<file path="src/design/cgf_pkg.sv">
// Shared types and constants for the camera ground footprint pipeline.
// Depends on nothing; imported by every module of the block.
package cgf_pkg;

    localparam int ALT_W     = 20;   // altitude, meters * 256
    localparam int OUT_W     = 32;   // footprint results
    localparam int CW        = 33;   // CORDIC x / y datapath
    localparam int ZW        = 25;   // CORDIC residual angle, degrees * 2^16
    localparam int ATAN_W    = 23;   // arctangent table entries
    localparam int ATAN_LEN  = 32;   // arctangent table depth
    localparam int DIV_BITS  = 56;   // quotient bits of y * 2^24 / x
    localparam int TAN_W     = 57;   // signed tangent, 24 fraction bits
    localparam int CFG_IDX_W = 2;

    localparam logic [CFG_IDX_W-1:0] REG_HFOV = 2'd0;
    localparam logic [CFG_IDX_W-1:0] REG_VFOV = 2'd1;

    localparam logic [15:0] HFOV_RESET = 16'd10138;
    localparam logic [15:0] VFOV_RESET = 16'd6909;

    localparam logic signed [CW-1:0] X_START = 33'sh0_4000_0000;

    typedef struct packed {
        logic valid;
        logic bad;
    } stat_t;

    // atan(2^-i) in degrees * 2^16, rounded to nearest
    function automatic logic [ATAN_W-1:0] atan_deg(input logic [4:0] i);
        logic [ATAN_W-1:0] r;
        case (i)
            5'd0:    r = 23'd2949120;
            5'd1:    r = 23'd1740967;
            5'd2:    r = 23'd919879;
            5'd3:    r = 23'd466945;
            5'd4:    r = 23'd234379;
            5'd5:    r = 23'd117304;
            5'd6:    r = 23'd58666;
            5'd7:    r = 23'd29335;
            5'd8:    r = 23'd14668;
            5'd9:    r = 23'd7334;
            5'd10:   r = 23'd3667;
            5'd11:   r = 23'd1833;
            5'd12:   r = 23'd917;
            5'd13:   r = 23'd458;
            5'd14:   r = 23'd229;
            5'd15:   r = 23'd115;
            5'd16:   r = 23'd57;
            5'd17:   r = 23'd29;
            5'd18:   r = 23'd14;
            5'd19:   r = 23'd7;
            5'd20:   r = 23'd4;
            5'd21:   r = 23'd2;
            5'd22:   r = 23'd1;
            default: r = 23'd0;
        endcase
        return r;
    endfunction

endpackage

</file>
<file path="src/design/cgf_span.sv">
// One footprint dimension: |tan_a - tan_b| * altitude, rounded and saturated.
// Depends on cgf_pkg (widths, stat_t). Four register stages.
module cgf_span (
    input  logic                               clk,
    input  logic                               rst_n,
    input  cgf_pkg::stat_t                     st_a,
    input  cgf_pkg::stat_t                     st_b,
    input  logic signed [cgf_pkg::TAN_W-1:0]   tan_a,
    input  logic signed [cgf_pkg::TAN_W-1:0]   tan_b,
    input  logic [cgf_pkg::ALT_W-1:0]          alt,
    output logic                               valid,
    output logic [cgf_pkg::OUT_W-1:0]          value,
    output logic                               flag
);
    import cgf_pkg::*;

    localparam int LO_W = 29;
    localparam int HI_W = TAN_W - LO_W;
    localparam int P_W  = ALT_W + TAN_W;

    logic signed [TAN_W:0] dsub;
    logic [TAN_W-1:0]      diff_next;
    logic [P_W:0]          rnd;

    logic                   v1_reg, v2_reg, v3_reg, v4_reg;
    logic                   b1_reg, b2_reg, b3_reg;
    logic [TAN_W-1:0]       diff_reg;
    logic [ALT_W-1:0]       alt_reg;
    logic [ALT_W+LO_W-1:0]  plo_reg;
    logic [ALT_W+HI_W-1:0]  phi_reg;
    logic [P_W-1:0]         prod_reg;
    logic [OUT_W-1:0]       value_reg;
    logic                   flag_reg;

    always_comb
    begin
        dsub      = $signed({tan_a[TAN_W-1], tan_a}) - $signed({tan_b[TAN_W-1], tan_b});
        diff_next = dsub[TAN_W] ? TAN_W'(-dsub) : dsub[TAN_W-1:0];
        rnd       = {1'b0, prod_reg} + (P_W + 1)'(64'd1 << 23);
    end

    always_ff @(posedge clk or negedge rst_n)
    begin
        if (!rst_n)
        begin
            v1_reg <= 1'b0;
            v2_reg <= 1'b0;
            v3_reg <= 1'b0;
            v4_reg <= 1'b0;
        end
        else
        begin
            v1_reg <= st_a.valid;
            v2_reg <= v1_reg;
            v3_reg <= v2_reg;
            v4_reg <= v3_reg;
        end
    end

    always_ff @(posedge clk)
    begin
        b1_reg    <= st_a.bad || st_b.bad;
        diff_reg  <= diff_next;
        alt_reg   <= alt;
        b2_reg    <= b1_reg;
        plo_reg   <= alt_reg * diff_reg[LO_W-1:0];
        phi_reg   <= alt_reg * diff_reg[TAN_W-1:LO_W];
        b3_reg    <= b2_reg;
        prod_reg  <= (P_W'(phi_reg) << LO_W) + P_W'(plo_reg);
        // saturate and flag when either lane is bad or the rounded value no longer fits the result
        flag_reg  <= b3_reg || (rnd[P_W:56] != '0);
        value_reg <= (b3_reg || (rnd[P_W:56] != '0)) ? '1 : rnd[55:24];
    end

    assign valid = v4_reg;
    assign value = value_reg;
    assign flag  = flag_reg;

endmodule

</file>
<file path="config.mk">
export PLATFORM = sky130hd
export DESIGN_NAME = cgf_span
export DESIGN_NICKNAME = d
export VERILOG_FILES = /design/src/design/cgf_pkg.sv /design/src/design/cgf_span.sv
export SDC_FILE = /design/constraint.sdc
export NUM_CORES = 2
export LEC_CHECK = 0
export ABC_AREA = 1
export BUFFER_PORTS_ARGS = -buffer_cell sky130_fd_sc_hd__buf_2
export CAP_MARGIN = 20
export CORE_ASPECT_RATIO = 0.5
export CORE_UTILIZATION = 60
export DETAILED_ROUTE_END_ITERATION = 12
export PLACE_DENSITY = 0.85
export SLEW_MARGIN = 20
export SYNTH_ARGS = -nofsm -noshare
export SYNTH_HDL_FRONTEND = slang
export SYNTH_SLANG_ARGS = --single-unit
</file>
<file path="constraint.sdc">
create_clock -name clk -period 9.29 [get_ports clk]
set_input_delay 0.4645 -clock clk [delete_from_list [all_inputs] [get_ports clk]]
set_output_delay 0.4645 -clock clk [all_outputs]
set_load 0.1 [all_outputs]
</file>
[After elaboration in Yosys (flattened, before gate mapping)]
Index checks and enable logic that the tools add are counted.
Widths: inputs -> output; s select.
Word-level totals
  output and inout port bits: 34
  register bits: 291
Cells by class
  add/sub/neg operators: 4
  muxes and demuxes: 1
  $mul: 2
  reductions and logical operators: 3
Operators by type and width (number)
  $add 77x24->78 const B: 1
  $add 77x49->77: 1
  $sub 57x57->58: 1
  $mux 57: 1
  $neg 57->57: 1
  $mul 20x29->49: 1
  $mul 20x28->48: 1
  $reduce_bool 22->1: 1
  $logic_or 1x1->1: 2

[Depth between registers and ports, before layout]
  depth in word-level cells: 3
  mapped depth: 32
  depth with buffers taken out: 30

[Least setup slack after synthesis]
Ideal clock, no wire load.
  path kind: register to register
  start point: register alt_reg[4]
  end point: register phi_reg[46]
  setup slack: 2788 ps
  buffers on the path: 2
  cell stages (with the launch flop): 31
  arrival: 6430 ps
  required time: 9218 ps
  clock period less this slack: 6502 ps
  cell sequence: dfxtp_1 -> clkbuf_1 -> buf_1 -> nand2_1 -> inv_1 -> fa_1 -> fa_1 -> inv_1 -> fa_1 -> inv_1 -> fa_1 -> inv_1 -> fa_1 -> inv_1 -> fa_1 -> inv_1 -> fa_1 -> inv_1 -> ha_1 -> nand2_1 -> nor2_1 -> nor2_1 -> nand2_1 -> a31oi_1 -> inv_1 -> a21oi_1 -> o21ai_0 -> nand3_1 -> nand2_1 -> a21oi_1 -> xor2_1
On the way
  longest elaborated chain between the ends: 1
RTL lines
  start, declared: line cgf_span.sv:28  | logic [ALT_W-1:0] alt_reg;
  start signal, assigned: line cgf_span.sv:64  | alt_reg <= alt;
  $mul 20x28->48: line cgf_span.sv:67  | phi_reg <= alt_reg * diff_reg[TAN_W-1:LO_W];
  end signal, assigned: line cgf_span.sv:67
  end, declared: line cgf_span.sv:30  | logic [ALT_W+HI_W-1:0] phi_reg;
No other way between the ends.
A chain may end at the register's enable or synchronous reset.

[Final worst setup path]
  start point: register alt_reg[6]
  end point: register plo_reg[35]
On the way
  longest elaborated chain between the ends: 1
RTL lines
  $mul 20x29->49: line cgf_span.sv:66  | plo_reg <= alt_reg * diff_reg[LO_W-1:0];
  end signal, assigned: line cgf_span.sv:66
  end, declared: line cgf_span.sv:29  | logic [ALT_W+LO_W-1:0] plo_reg;
No other way between the ends.

==> flow_summary.json <==
{
  "status": "completed",
  "worst_pin_slew_ps": 1210,
  "cts_buffer_depth": 3,
  "final_cell_mix": "inv_1 (2100), nand2_1 (2097), fa_1 (947)",
  "fin_skew_ps": 36.7,
  "dpl.hpwl_um": 118000,
  "reg2reg_from": "alt_reg[6]",
  "synth_edf_count": 0,
  "die-area_mm2": 0.0904,
  "post-route-period-util": 0.837,
  "hold_viol": 0,
  "ff2ff_setup_slack_ps": 1510,
  "synth_top_area_share": 0.354,
  "first_pass_iters": 7,
  "io_pins": 174,
  "ys.flop_type": "dfxtp_1",
  "cts_root_buf": "clkbuf_16",
  "hold_buffers": 22,
  "port_buffers": 172,
  "yosysWarnings": 0,
  "start_kind": "flop",
  "synth_cell_types": 56,
  "coreArea_mm2": 0.0872,
  "largest_reg_flops": 57,
  "slew_headroom": 0.192,
  "synth.largest_area_cell": "fa_1",
  "avgRoutedWirePerCell_um": 17.0,
  "synth-seq-cells": 245,
  "cts-resized-gates": 0,
  "yosys-top-cells-area": "fa_1 (35%), inv_1 (15%), nand2_1 (15%)",
  "post_cts_buffers": 0,
  "initial_core_util": 0.613,
  "ys_seq_area_frac": 0.0921,
  "nets": 8925,
  "cts_buffers": 27,
  "min-delay-start": "st_b[0]",
  "end_kind": "flop",
  "insertion_delay_ps": 640,
  "grt_pass1_wl_um": 240000,
  "crit_arrival_ps": 8230,
  "grt_pass1_vias": 47900,
  "hold_class": "primary input to flop",
  "overflow": 0,
  "dieWidth_um": 424,
  "std_cell_rows": 76,
  "synthCells": 7400,
  "setup_viol": 0,
  "path_max_fanout": 34,
  "report.final.slew_viol_count": 0,
  "gp_congestion": 0.995,
  "syn_avg_cell_area_um2": 7.23,
  "fin_crit_ps": 7780,
  "drive_gt1_frac": 0.0541,
  "clock_sinks": 245,
  "drc_errors": 0,
  "reg2reg_to": "plo_reg[35]",
  "whs_endpoint": "b1_reg",
  "clkTransAtPathRegs_ps": 70,
  "grt_use_total": 0.336,
  "die_height_um": 213,
  "synthToLayoutAreaGrowth_pct": 5.90,
  "htreeDepth": 1,
  "required_ps": 9740,
  "vias": 45800,
  "antenna_found_initial": 1,
  "final_core_utilization": 0.650,
  "r2r_cells": 23,
  "synth_area_mm2": 0.0535,
  "grt_max_degree": 58,
  "drt-total-wl_um": 147000,
  "setup_tns_ps": 0,
  "drtAntennaViolNets": 0,
  "min_path_cells": 2,
  "hold_slack_ps": 50.2,
  "rsz0062_at_grt": "false",
  "drtIter0Drc": 4424,
  "critical_path_class": "flop to flop",
  "syn-num-nets": 8881,
  "cts_tree": "built",
  "fmax_mhz": 129,
  "maxCapViolCount": 0,
  "vias_per_cell": 5.31,
  "layout_commonest_cell": "inv_1",
  "synthArstFlopShare": 0.0163
}
[logic make-up (layout without fill, tap and decap cells)]
| logic type | count (synthesis) | in the layout | synth area share |
|---|---|---|---|
| flops | 245 | 245 | 0.0921 |
| fa+ha+maj | 1341 | 1341 | 0.447 |
| other cells | 0 | 3 | 0 |
| simple gates | 2841 | 2841 | 0.216 |
| buf+inv | 2366 | 2431 | 0.167 |
| xor+xnor | 235 | 235 | 0.0397 |
| compound gates | 372 | 372 | 0.0391 |
[cells in the mapped netlist (5+ instances only)]
| cell type | n |
|---|---|
| inv_2 | 13 |
| fa_1 | 947 |
| buf_1 | 30 |
| nand2_1 | 2097 |
| nand3b_1 | 22 |
| o31ai_1 | 8 |
| a21oi_1 | 184 |
| o211ai_1 | 5 |
| dfxtp_1 | 241 |
| nor4_1 | 20 |
| nor2_2 | 12 |
| a21o_1 | 9 |
| a31oi_1 | 32 |
| a21boi_0 | 7 |
| o21ai_0 | 83 |
| xor2_1 | 143 |
| nand2_2 | 27 |
| buf_2 | 6 |
| and2_1 | 5 |
| nor3_1 | 54 |
| o21ai_1 | 6 |
| clkinv_1 | 6 |
| nor2_1 | 363 |
| nand3_2 | 14 |
| o21bai_1 | 6 |
| inv_1 | 2100 |
| o21a_1 | 15 |
| nand3_1 | 142 |
| clkbuf_1 | 207 |
| nor2_4 | 8 |
| xnor2_1 | 86 |
| ha_1 | 394 |
| nand4_1 | 62 |
[area by class of cell]
class	count	area (um^2)
Tap cell	1170	1460
Clock inverter	17	262
Clock buffer	33	738
Antenna cell	3	7.51
Timing Repair Buffer	262	1610
Fill cell	7243	30600
Multi-Input combinational cell	4789	39700
Inverter	2119	7950
Sequential cell	245	4960
[worst max-delay path: stages (launching register included)]
cell and delay, ps:
dfxtp_2 820, buf_4 600, nand2_1 150, fa_1 530
fa_1 520, fa_1 510, inv_1 80, fa_1 560
fa_1 430, fa_1 490, inv_1 50, fa_1 470
inv_1 40, ha_1 320, a21oi_1 170, inv_1 70
a21oi_1 180, o21a_1 150, nand2_1 50, a21oi_1 400
o21ai_0 220, nand2_1 100, o211ai_1 130, xor2_1 500
[worst max path at each step]
stage / start / endpoint / slack (ps) / cells past startpoint
2_1_floorplan: alt_reg[4] / phi_reg[46] / 2790 / 30
3_3_place_gp: alt_reg[6] / plo_reg[37] / 1940 / 27
3_5_place_dp: alt_reg[4] / phi_reg[46] / 1820 / 29
4_1_cts: alt_reg[4] / phi_reg[46] / 1800 / 29
5_1_grt: alt_reg[6] / plo_reg[35] / 1270 / 22
6_report: alt_reg[6] / plo_reg[35] / 1510 / 23
[routing by layer]
metal,up-vias,part of all wire,track usage
met2,2519,0.44,0.537
li1,21300,-,-
met1,21600,0.39,0.434
met5,-,0,0
met3,425,0.13,0.101
met4,0,0.037,0.119
[stage by stage]
stage	cell area (um^2)	setup slack, ps	std cells
after CTS	56600	1800	8634
after global placement	55400	1940	8562
final	56600	1510	8638
after global routing	56600	1270	8635
after detailed placement	55400	1820	8562
after floorplan	53500	2790	7400
Power is left out: the tool's default activity adds up to more than one toggle a clock period on the data nets, which glitch-free logic cannot reach.
