### config.mk
export PLATFORM = sky130hd
export DESIGN_NAME = cgf_cordic
export DESIGN_NICKNAME = d
export VERILOG_FILES = /design/src/design/cgf_pkg.sv /design/src/design/cgf_cordic.sv
export SDC_FILE = /design/constraint.sdc
export NUM_CORES = 2
export LEC_CHECK = 0
export BUFFER_PORTS_ARGS = -buffer_cell sky130_fd_sc_hd__buf_4
export CORE_MARGIN = 5
export CORE_UTILIZATION = 50
export DETAILED_ROUTE_END_ITERATION = 8
export PLACE_DENSITY = 0.66
export SLEW_MARGIN = 20
export SYNTH_ARGS = -nofsm -noshare
export SYNTH_HDL_FRONTEND = slang
export SYNTH_SLANG_ARGS = --single-unit
### constraint.sdc
create_clock -name clk -period 7.35 [get_ports clk]
set_input_delay 1.47 -clock clk [delete_from_list [all_inputs] [get_ports clk]]
set_output_delay 1.47 -clock clk [all_outputs]
set_load 0.01 [all_outputs]
### src/design/cgf_pkg.sv
// Shared types and constants for the camera ground footprint pipeline.
// Depends on nothing; imported by every module of the block.
package cgf_pkg;

    localparam int ALT_W     = 20;   // altitude, meters * 256
    localparam int OUT_W     = 32;   // footprint results
    localparam int CW        = 33;   // CORDIC x / y datapath
    localparam int ZW        = 25;   // CORDIC residual angle, degrees * 2^16
    localparam int ATAN_W    = 23;   // arctangent table entries
    localparam int ATAN_LEN  = 32;   // arctangent table depth
    localparam int DIV_BITS  = 56;   // quotient bits of y * 2^24 / x
    localparam int TAN_W     = 57;   // signed tangent, 24 fraction bits
    localparam int CFG_IDX_W = 2;

    localparam logic [CFG_IDX_W-1:0] REG_HFOV = 2'd0;
    localparam logic [CFG_IDX_W-1:0] REG_VFOV = 2'd1;

    localparam logic [15:0] HFOV_RESET = 16'd10138;
    localparam logic [15:0] VFOV_RESET = 16'd6909;

    localparam logic signed [CW-1:0] X_START = 33'sh0_4000_0000;

    typedef struct packed {
        logic valid;
        logic bad;
    } stat_t;

    // atan(2^-i) in degrees * 2^16, rounded to nearest
    function automatic logic [ATAN_W-1:0] atan_deg(input logic [4:0] i);
        logic [ATAN_W-1:0] r;
        case (i)
            5'd0:    r = 23'd2949120;
            5'd1:    r = 23'd1740967;
            5'd2:    r = 23'd919879;
            5'd3:    r = 23'd466945;
            5'd4:    r = 23'd234379;
            5'd5:    r = 23'd117304;
            5'd6:    r = 23'd58666;
            5'd7:    r = 23'd29335;
            5'd8:    r = 23'd14668;
            5'd9:    r = 23'd7334;
            5'd10:   r = 23'd3667;
            5'd11:   r = 23'd1833;
            5'd12:   r = 23'd917;
            5'd13:   r = 23'd458;
            5'd14:   r = 23'd229;
            5'd15:   r = 23'd115;
            5'd16:   r = 23'd57;
            5'd17:   r = 23'd29;
            5'd18:   r = 23'd14;
            5'd19:   r = 23'd7;
            5'd20:   r = 23'd4;
            5'd21:   r = 23'd2;
            5'd22:   r = 23'd1;
            default: r = 23'd0;
        endcase
        return r;
    endfunction

endpackage

### src/design/cgf_cordic.sv
// Edge angle former and pipelined CORDIC rotation, one iteration per stage.
// Depends on cgf_pkg (widths, arctangent table, stat_t).
module cgf_cordic #(
    parameter int ANGLE_FRAC_BITS = 8,
    parameter int TAN_ITERATIONS  = 16,
    parameter bit SUM             = 1'b1
) (
    input  logic                           clk,
    input  logic                           rst_n,
    input  logic                           in_valid,
    input  logic signed [15:0]             tilt,
    input  logic [15:0]                    fov,
    output cgf_pkg::stat_t                 st,
    output logic signed [cgf_pkg::CW-1:0]  x,
    output logic signed [cgf_pkg::CW-1:0]  y
);
    import cgf_pkg::*;

    localparam int NIT = (TAN_ITERATIONS > ATAN_LEN) ? ATAN_LEN : TAN_ITERATIONS;
    localparam int ZL  = (ANGLE_FRAC_BITS + 1 <= 16) ? (16 - ANGLE_FRAC_BITS - 1) : 0;
    localparam int ZR  = (ANGLE_FRAC_BITS + 1 > 16) ? (ANGLE_FRAC_BITS + 1 - 16) : 0;
    localparam logic signed [31:0] LIMIT = 32'(90 * (2 ** (ANGLE_FRAC_BITS + 1)));

    logic signed [31:0] tilt2;
    logic signed [31:0] fov_s;
    logic signed [31:0] e2;
    logic signed [31:0] zf;
    logic               bad_next;

    logic                 v_reg [0:NIT];
    logic                 b_reg [0:NIT];
    logic signed [CW-1:0] x_reg [0:NIT];
    logic signed [CW-1:0] y_reg [0:NIT];
    logic signed [ZW-1:0] z_reg [0:NIT];

    // edge angle with one extra fraction bit, then moved to 16 fraction bits
    always_comb
    begin
        tilt2    = $signed({{15{tilt[15]}}, tilt, 1'b0});
        fov_s    = $signed({16'd0, fov});
        e2       = SUM ? (tilt2 + fov_s) : (tilt2 - fov_s);
        zf       = (e2 <<< ZL) >>> ZR;
        bad_next = (e2 >= LIMIT) || (e2 <= -LIMIT);
    end

    always_ff @(posedge clk or negedge rst_n)
    begin
        if (!rst_n)
        begin
            v_reg[0] <= 1'b0;
        end
        else
        begin
            v_reg[0] <= in_valid;
        end
    end

    always_ff @(posedge clk)
    begin
        b_reg[0] <= bad_next;
        x_reg[0] <= X_START;
        y_reg[0] <= '0;
        z_reg[0] <= zf[ZW-1:0];
    end

    for (genvar i = 0; i < NIT; i++)
    begin : g_iter
        logic signed [CW-1:0] x_next;
        logic signed [CW-1:0] y_next;
        logic signed [ZW-1:0] z_next;
        logic signed [ZW-1:0] step;

        always_comb
        begin
            step = $signed({2'b00, atan_deg(5'(i))});
            if (!z_reg[i][ZW-1])
            begin
                x_next = x_reg[i] - (y_reg[i] >>> i);
                y_next = y_reg[i] + (x_reg[i] >>> i);
                z_next = z_reg[i] - step;
            end
            else
            begin
                x_next = x_reg[i] + (y_reg[i] >>> i);
                y_next = y_reg[i] - (x_reg[i] >>> i);
                z_next = z_reg[i] + step;
            end
        end

        always_ff @(posedge clk or negedge rst_n)
        begin
            if (!rst_n)
            begin
                v_reg[i+1] <= 1'b0;
            end
            else
            begin
                v_reg[i+1] <= v_reg[i];
            end
        end

        always_ff @(posedge clk)
        begin
            b_reg[i+1] <= b_reg[i];
            x_reg[i+1] <= x_next;
            y_reg[i+1] <= y_next;
            z_reg[i+1] <= z_next;
        end
    end

    assign st.valid = v_reg[NIT];
    assign st.bad   = b_reg[NIT];
    assign x        = x_reg[NIT];
    assign y        = y_reg[NIT];

endmodule

Word-level counts from Yosys, hierarchy flattened
Memory sizes are Yosys's and may differ from the RTL's.
Index checks and enable logic that the tools add are counted.
{"block": "classes", "add_sub_neg": 96, "mul": 0, "n_div": 0, "order_cmp": 2, "eq_ne": 0, "shift": 0, "n_mux": 48, "bitwise": 0, "n_reduce_logical": 1}
{"cell": "2-to-1 mux 33 bit", "n": 32}
{"cell": "2-to-1 mux 25 bit", "n": 16}
{"cell": "adder 33 x 18 -> 33 bit", "n": 2}
{"cell": "adder 33 x 19 -> 33 bit", "n": 2}
{"cell": "adder 33 x 20 -> 33 bit", "n": 2}
{"cell": "adder 33 x 21 -> 33 bit", "n": 2}
{"cell": "adder 33 x 22 -> 33 bit", "n": 2}
{"cell": "adder 33 x 23 -> 33 bit", "n": 2}
{"cell": "adder 33 x 24 -> 33 bit", "n": 2}
{"cell": "adder 33 x 25 -> 33 bit", "n": 2}
{"cell": "adder 33 x 26 -> 33 bit", "n": 2}
{"cell": "adder 33 x 27 -> 33 bit", "n": 2}
{"cell": "adder 33 x 28 -> 33 bit", "n": 2}
{"cell": "adder 33 x 29 -> 33 bit", "n": 2}
{"cell": "adder 33 x 30 -> 33 bit", "n": 2}
{"cell": "adder 33 x 31 -> 33 bit", "n": 2}
{"cell": "adder 33 x 32 -> 33 bit", "n": 2}
{"cell": "subtractor 33 x 18 -> 33 bit", "n": 2}
{"cell": "subtractor 33 x 19 -> 33 bit", "n": 2}
{"cell": "subtractor 33 x 20 -> 33 bit", "n": 2}
{"cell": "subtractor 33 x 21 -> 33 bit", "n": 2}
{"cell": "subtractor 33 x 22 -> 33 bit", "n": 2}
{"cell": "subtractor 33 x 23 -> 33 bit", "n": 2}
{"cell": "subtractor 33 x 24 -> 33 bit", "n": 2}
{"cell": "other kinds (46)", "n": 55}
{"block": "totals", "reg_bits": 17, "latchBits": 0, "ram_bits": 1564, "mem_bits_ro": 0, "inputBits": 35, "output_inout_bits": 68, "wordCells": 168, "mem_count": 4}
{"name": "x_reg", "depth": 17, "word_bits": 33, "rd": 17, "rd_clocked_by_memory_dff": 0, "wr": 17, "line_no": "cgf_cordic.sv:32", "text": "logic signed [CW-1:0] x_reg [0:NIT];"}
{"name": "y_reg", "depth": 17, "word_bits": 33, "rd": 17, "rd_clocked_by_memory_dff": 0, "wr": 17, "line_no": "cgf_cordic.sv:33", "text": "logic signed [CW-1:0] y_reg [0:NIT];"}
{"name": "z_reg", "depth": 17, "word_bits": 25, "rd": 16, "rd_clocked_by_memory_dff": 0, "wr": 17, "line_no": "cgf_cordic.sv:34", "text": "logic signed [ZW-1:0] z_reg [0:NIT];"}
{"name": "b_reg", "depth": 17, "word_bits": 1, "rd": 17, "rd_clocked_by_memory_dff": 0, "wr": 17, "line_no": "cgf_cordic.sv:31", "text": "logic b_reg [0:NIT];"}

Logic depth before layout (Yosys ltp)
{"block": "depth", "word_depth": 3, "depth_mapped": 20, "depth_no_buf": 20}

Worst setup path after synthesis
OpenSTA, ideal clock, no wires.
{"block": "synth_path", "path_kind": "register to register", "start": "mem z_reg[6][24], in the netlist z_reg[0][174]", "end": "mem z_reg[7][23], in the netlist z_reg[0][198]", "setup_ns": 0.072, "arrival_time_ns": 4.151, "t_required_ns": 7.278, "setup_slack_ns": 3.127, "path_stages_with_launch": 15, "n_path_buf": 2, "synth_period_minus_slack_ns": 4.223, "path_cell_list": "dfxtp_1 clkbuf_1 buf_1 inv_1 ha_1 and3_1 a2111oi_4 a211oi_1 o31ai_1 a21oi_1 o211a_1 o21a_1 o21a_1 o41ai_1 xnor2_1"}
{"item": "start, declared", "line_no": "cgf_cordic.sv:34"}

==> metrics.yaml <==
largest_reg_flops: 362
cts_buffer_depth: 3
gp_congestion: 0.943
num_vias: 60639
num_rows: 142
path_clk_slew_ns: 0.06
hpwl_microns: 154000
cts_root_buf: "clkbuf_16"
drc: 0
cts_tree: "built"
outcome: "completed"
drv_cap: 0
die_w_microns: 398
synth_cells: 8576
fin_worst_skew_ns: 0.0267
slew_headroom_pct: 27.9
grt_pass1_vias: 59131
antenna_found_initial: 1
clkSinkCount: 1101
finalCritPeriodShare_pct: 70.9
synthArstFlopShare_pct: 1.54
core_area_sq_um: 150000
area_growth_pct: 9.40
cp_data_arrival_time_ns: 5.91
n_antenna_cell: 0
synth.avg_cell_area_sq_um: 8.79
nets: 9705
hold_buffers: 0
crit_path_top_delay_cell: "a221oi_1"
synth-main-ff-cell: "dfxtp_1"
grt_overflow: 0
track_usage_pct: 23.6
synth_top_cell_area_share_pct: 28.8
path_class: "register to register"
worstPathMaxFanout: 7
setup_viol: 0
drt-initial-drc-count: 3233
grt_max_degree: 71
holdCritPathClass: "register to register"
clock_latency_ns: 0.77
synth_cell_types: 87
ys_ff_latch: 1101
start_util_pct: 50.3
die_area_sq_um: 159000
synth-edff-count: 0
final_common_cell: "dfxtp_1"
start_kind: "register"
hold_violations: 0
dpl.cell_count: 10529
post_cts_buffers: 0
cts-resized-gates: 0
yosysWarnings: 0
netlist_area_sq_um: 75400
finalSetupTns_ns: 0
viasPerCell: 5.63
finalMaxSlewViolations: 0
max_stage_delay_ns: 0.84
htreeDepth: 4
synth.area.top_cells: "dfxtp_1 (29%), ha_1 (16%), xnor2_1 (9.8%), a21oi_1 (5.7%), xor2_1 (4.8%)"
hold_slack_ns: 0.319
drive_gt1_share_pct: 5.48
min_period_ns: 5.21
wl_microns: 192000
crit_required_ns: 8.05
grt_pass1_wl_microns: 308000
final_cell_mix: "dfxtp_1 (1,074), ha_1 (987), a21oi_1 (853), xnor2_1 (839), nor2_1 (667)"
firstDrtPassIters: 7
final_cells: 10763
yosysSeqAreaShare_pct: 29.4
numCtsBuffers: 130
port_buffers: 102
fill_cells: 13619
max_freq_mhz: 192
synth_fp_nets: 9636
drtAntennaViolNets: 0
die_height_microns: 398
crit_path_end_kind: "register"
wl_per_cell_microns: 17.8
path_common_cell: "nor4_1"
io_pins: 103
rsz0062_at_grt: "false"
path_cells: "nor3_1, nand2b_1, nor4_1, nand2_1, nor4_1, nor2_1, xor2_1, ha_1, o2111a_1, a221oi_1, o221ai_1, o21ai_0, a2111oi_0, o31ai_1, o21bai_1, a21oi_1, xnor2_1"
synth_area_leader_cell: "dfxtp_1"
worst_pin_slew_ns: 1.08
-- worst max-delay path: cells and delay by family (launching register included) --
kind                       cells  cell delay, ns
AOI/OAI and AO/OA              8            2.59
xor gates and xnor gates       2            0.30
adders and majority gates      1            0.38
DFF                            1            0.36
and+or+nand+nor                6            1.51
-- cells in the mapped netlist, types with 125 or more instances --
library cell	instances
dfxtp_1	1084
ha_1	987
a21oi_1	853
xnor2_1	839
nor2_1	667
xor2_1	415
inv_1	411
a21o_1	362
o21ai_0	357
nand2_1	340
nor3_1	245
nand3_1	151
o21a_1	141
nor2b_1	125
-- logic make-up (layout without fill, tap and decap cells) --
| group | Yosys count | after routing | synth area share (%) |
|---|---|---|---|
| and+or+nand+nor | 2126 | 2126 | 13.9 |
| xor gates and xnor gates | 1254 | 1254 | 14.6 |
| adders and majority gates | 1025 | 1025 | 17.4 |
| AOI/OAI and AO/OA | 2402 | 2402 | 20.4 |
| muxes | 75 | 75 | 1.06 |
| DFF | 1101 | 1101 | 29.4 |
| buffers and inverters | 593 | 764 | 3.31 |
-- path summary, 6_finish.rpt --
check | startpoint | to | slack (ns) | depth (start not counted)
worst min-delay path | b_reg[0][10] | b_reg[0][11] | 0.32 | 0
max in group asynchronous | rst_n | v_reg[1] | 6.61 | 1
worst max-delay path | y_reg[0][444] | x_reg[0][492] | 2.14 | 17
min in group asynchronous | rst_n | v_reg[16] | 0.54 | 1
worst min register to register | b_reg[0][10] | b_reg[0][11] | 0.32 | 0
worst max register to register | y_reg[0][444] | x_reg[0][492] | 2.14 | 17
-- per-layer routing --
metal / track usage [%] / vias to the layer above / part of all wire (%)
li1: - / 30842 / -
met2: 42.8 / 1179 / 49
met4: 9.29 / 2 / 4.1
met3: 2.86 / 352 / 3.6
met5: 0 / - / 0.0084
met1: 28.3 / 28264 / 43
-- final cells by class --
| class | instances | area (sq um) | area share (%) |
|---|---|---|---|
| clock inverter | 66 | 1010 | 1.23 |
| timing repair buffer | 119 | 893 | 1.08 |
| multi-input combinational | 6882 | 50700 | 61.5 |
| clock buffer | 168 | 3600 | 4.36 |
| inverter | 411 | 1540 | 1.87 |
| tap | 2016 | 2520 | 3.06 |
| sequential | 1101 | 22100 | 26.9 |
-- stage by stage --
step	area, sq um	worst slack (ns)	util, %
2_1_floorplan	75400	3.13	-
3_3_place_gp	77800	2.16	52.0
3_5_place_dp	77800	2.20	52.0
4_1_cts	82400	2.15	55.0
5_1_grt	82400	1.39	55.0
6_report	82400	2.14	55.0
Power is left out: the tool's default activity adds up to more than one toggle a clock period on the data nets, which glitch-free logic cannot reach.
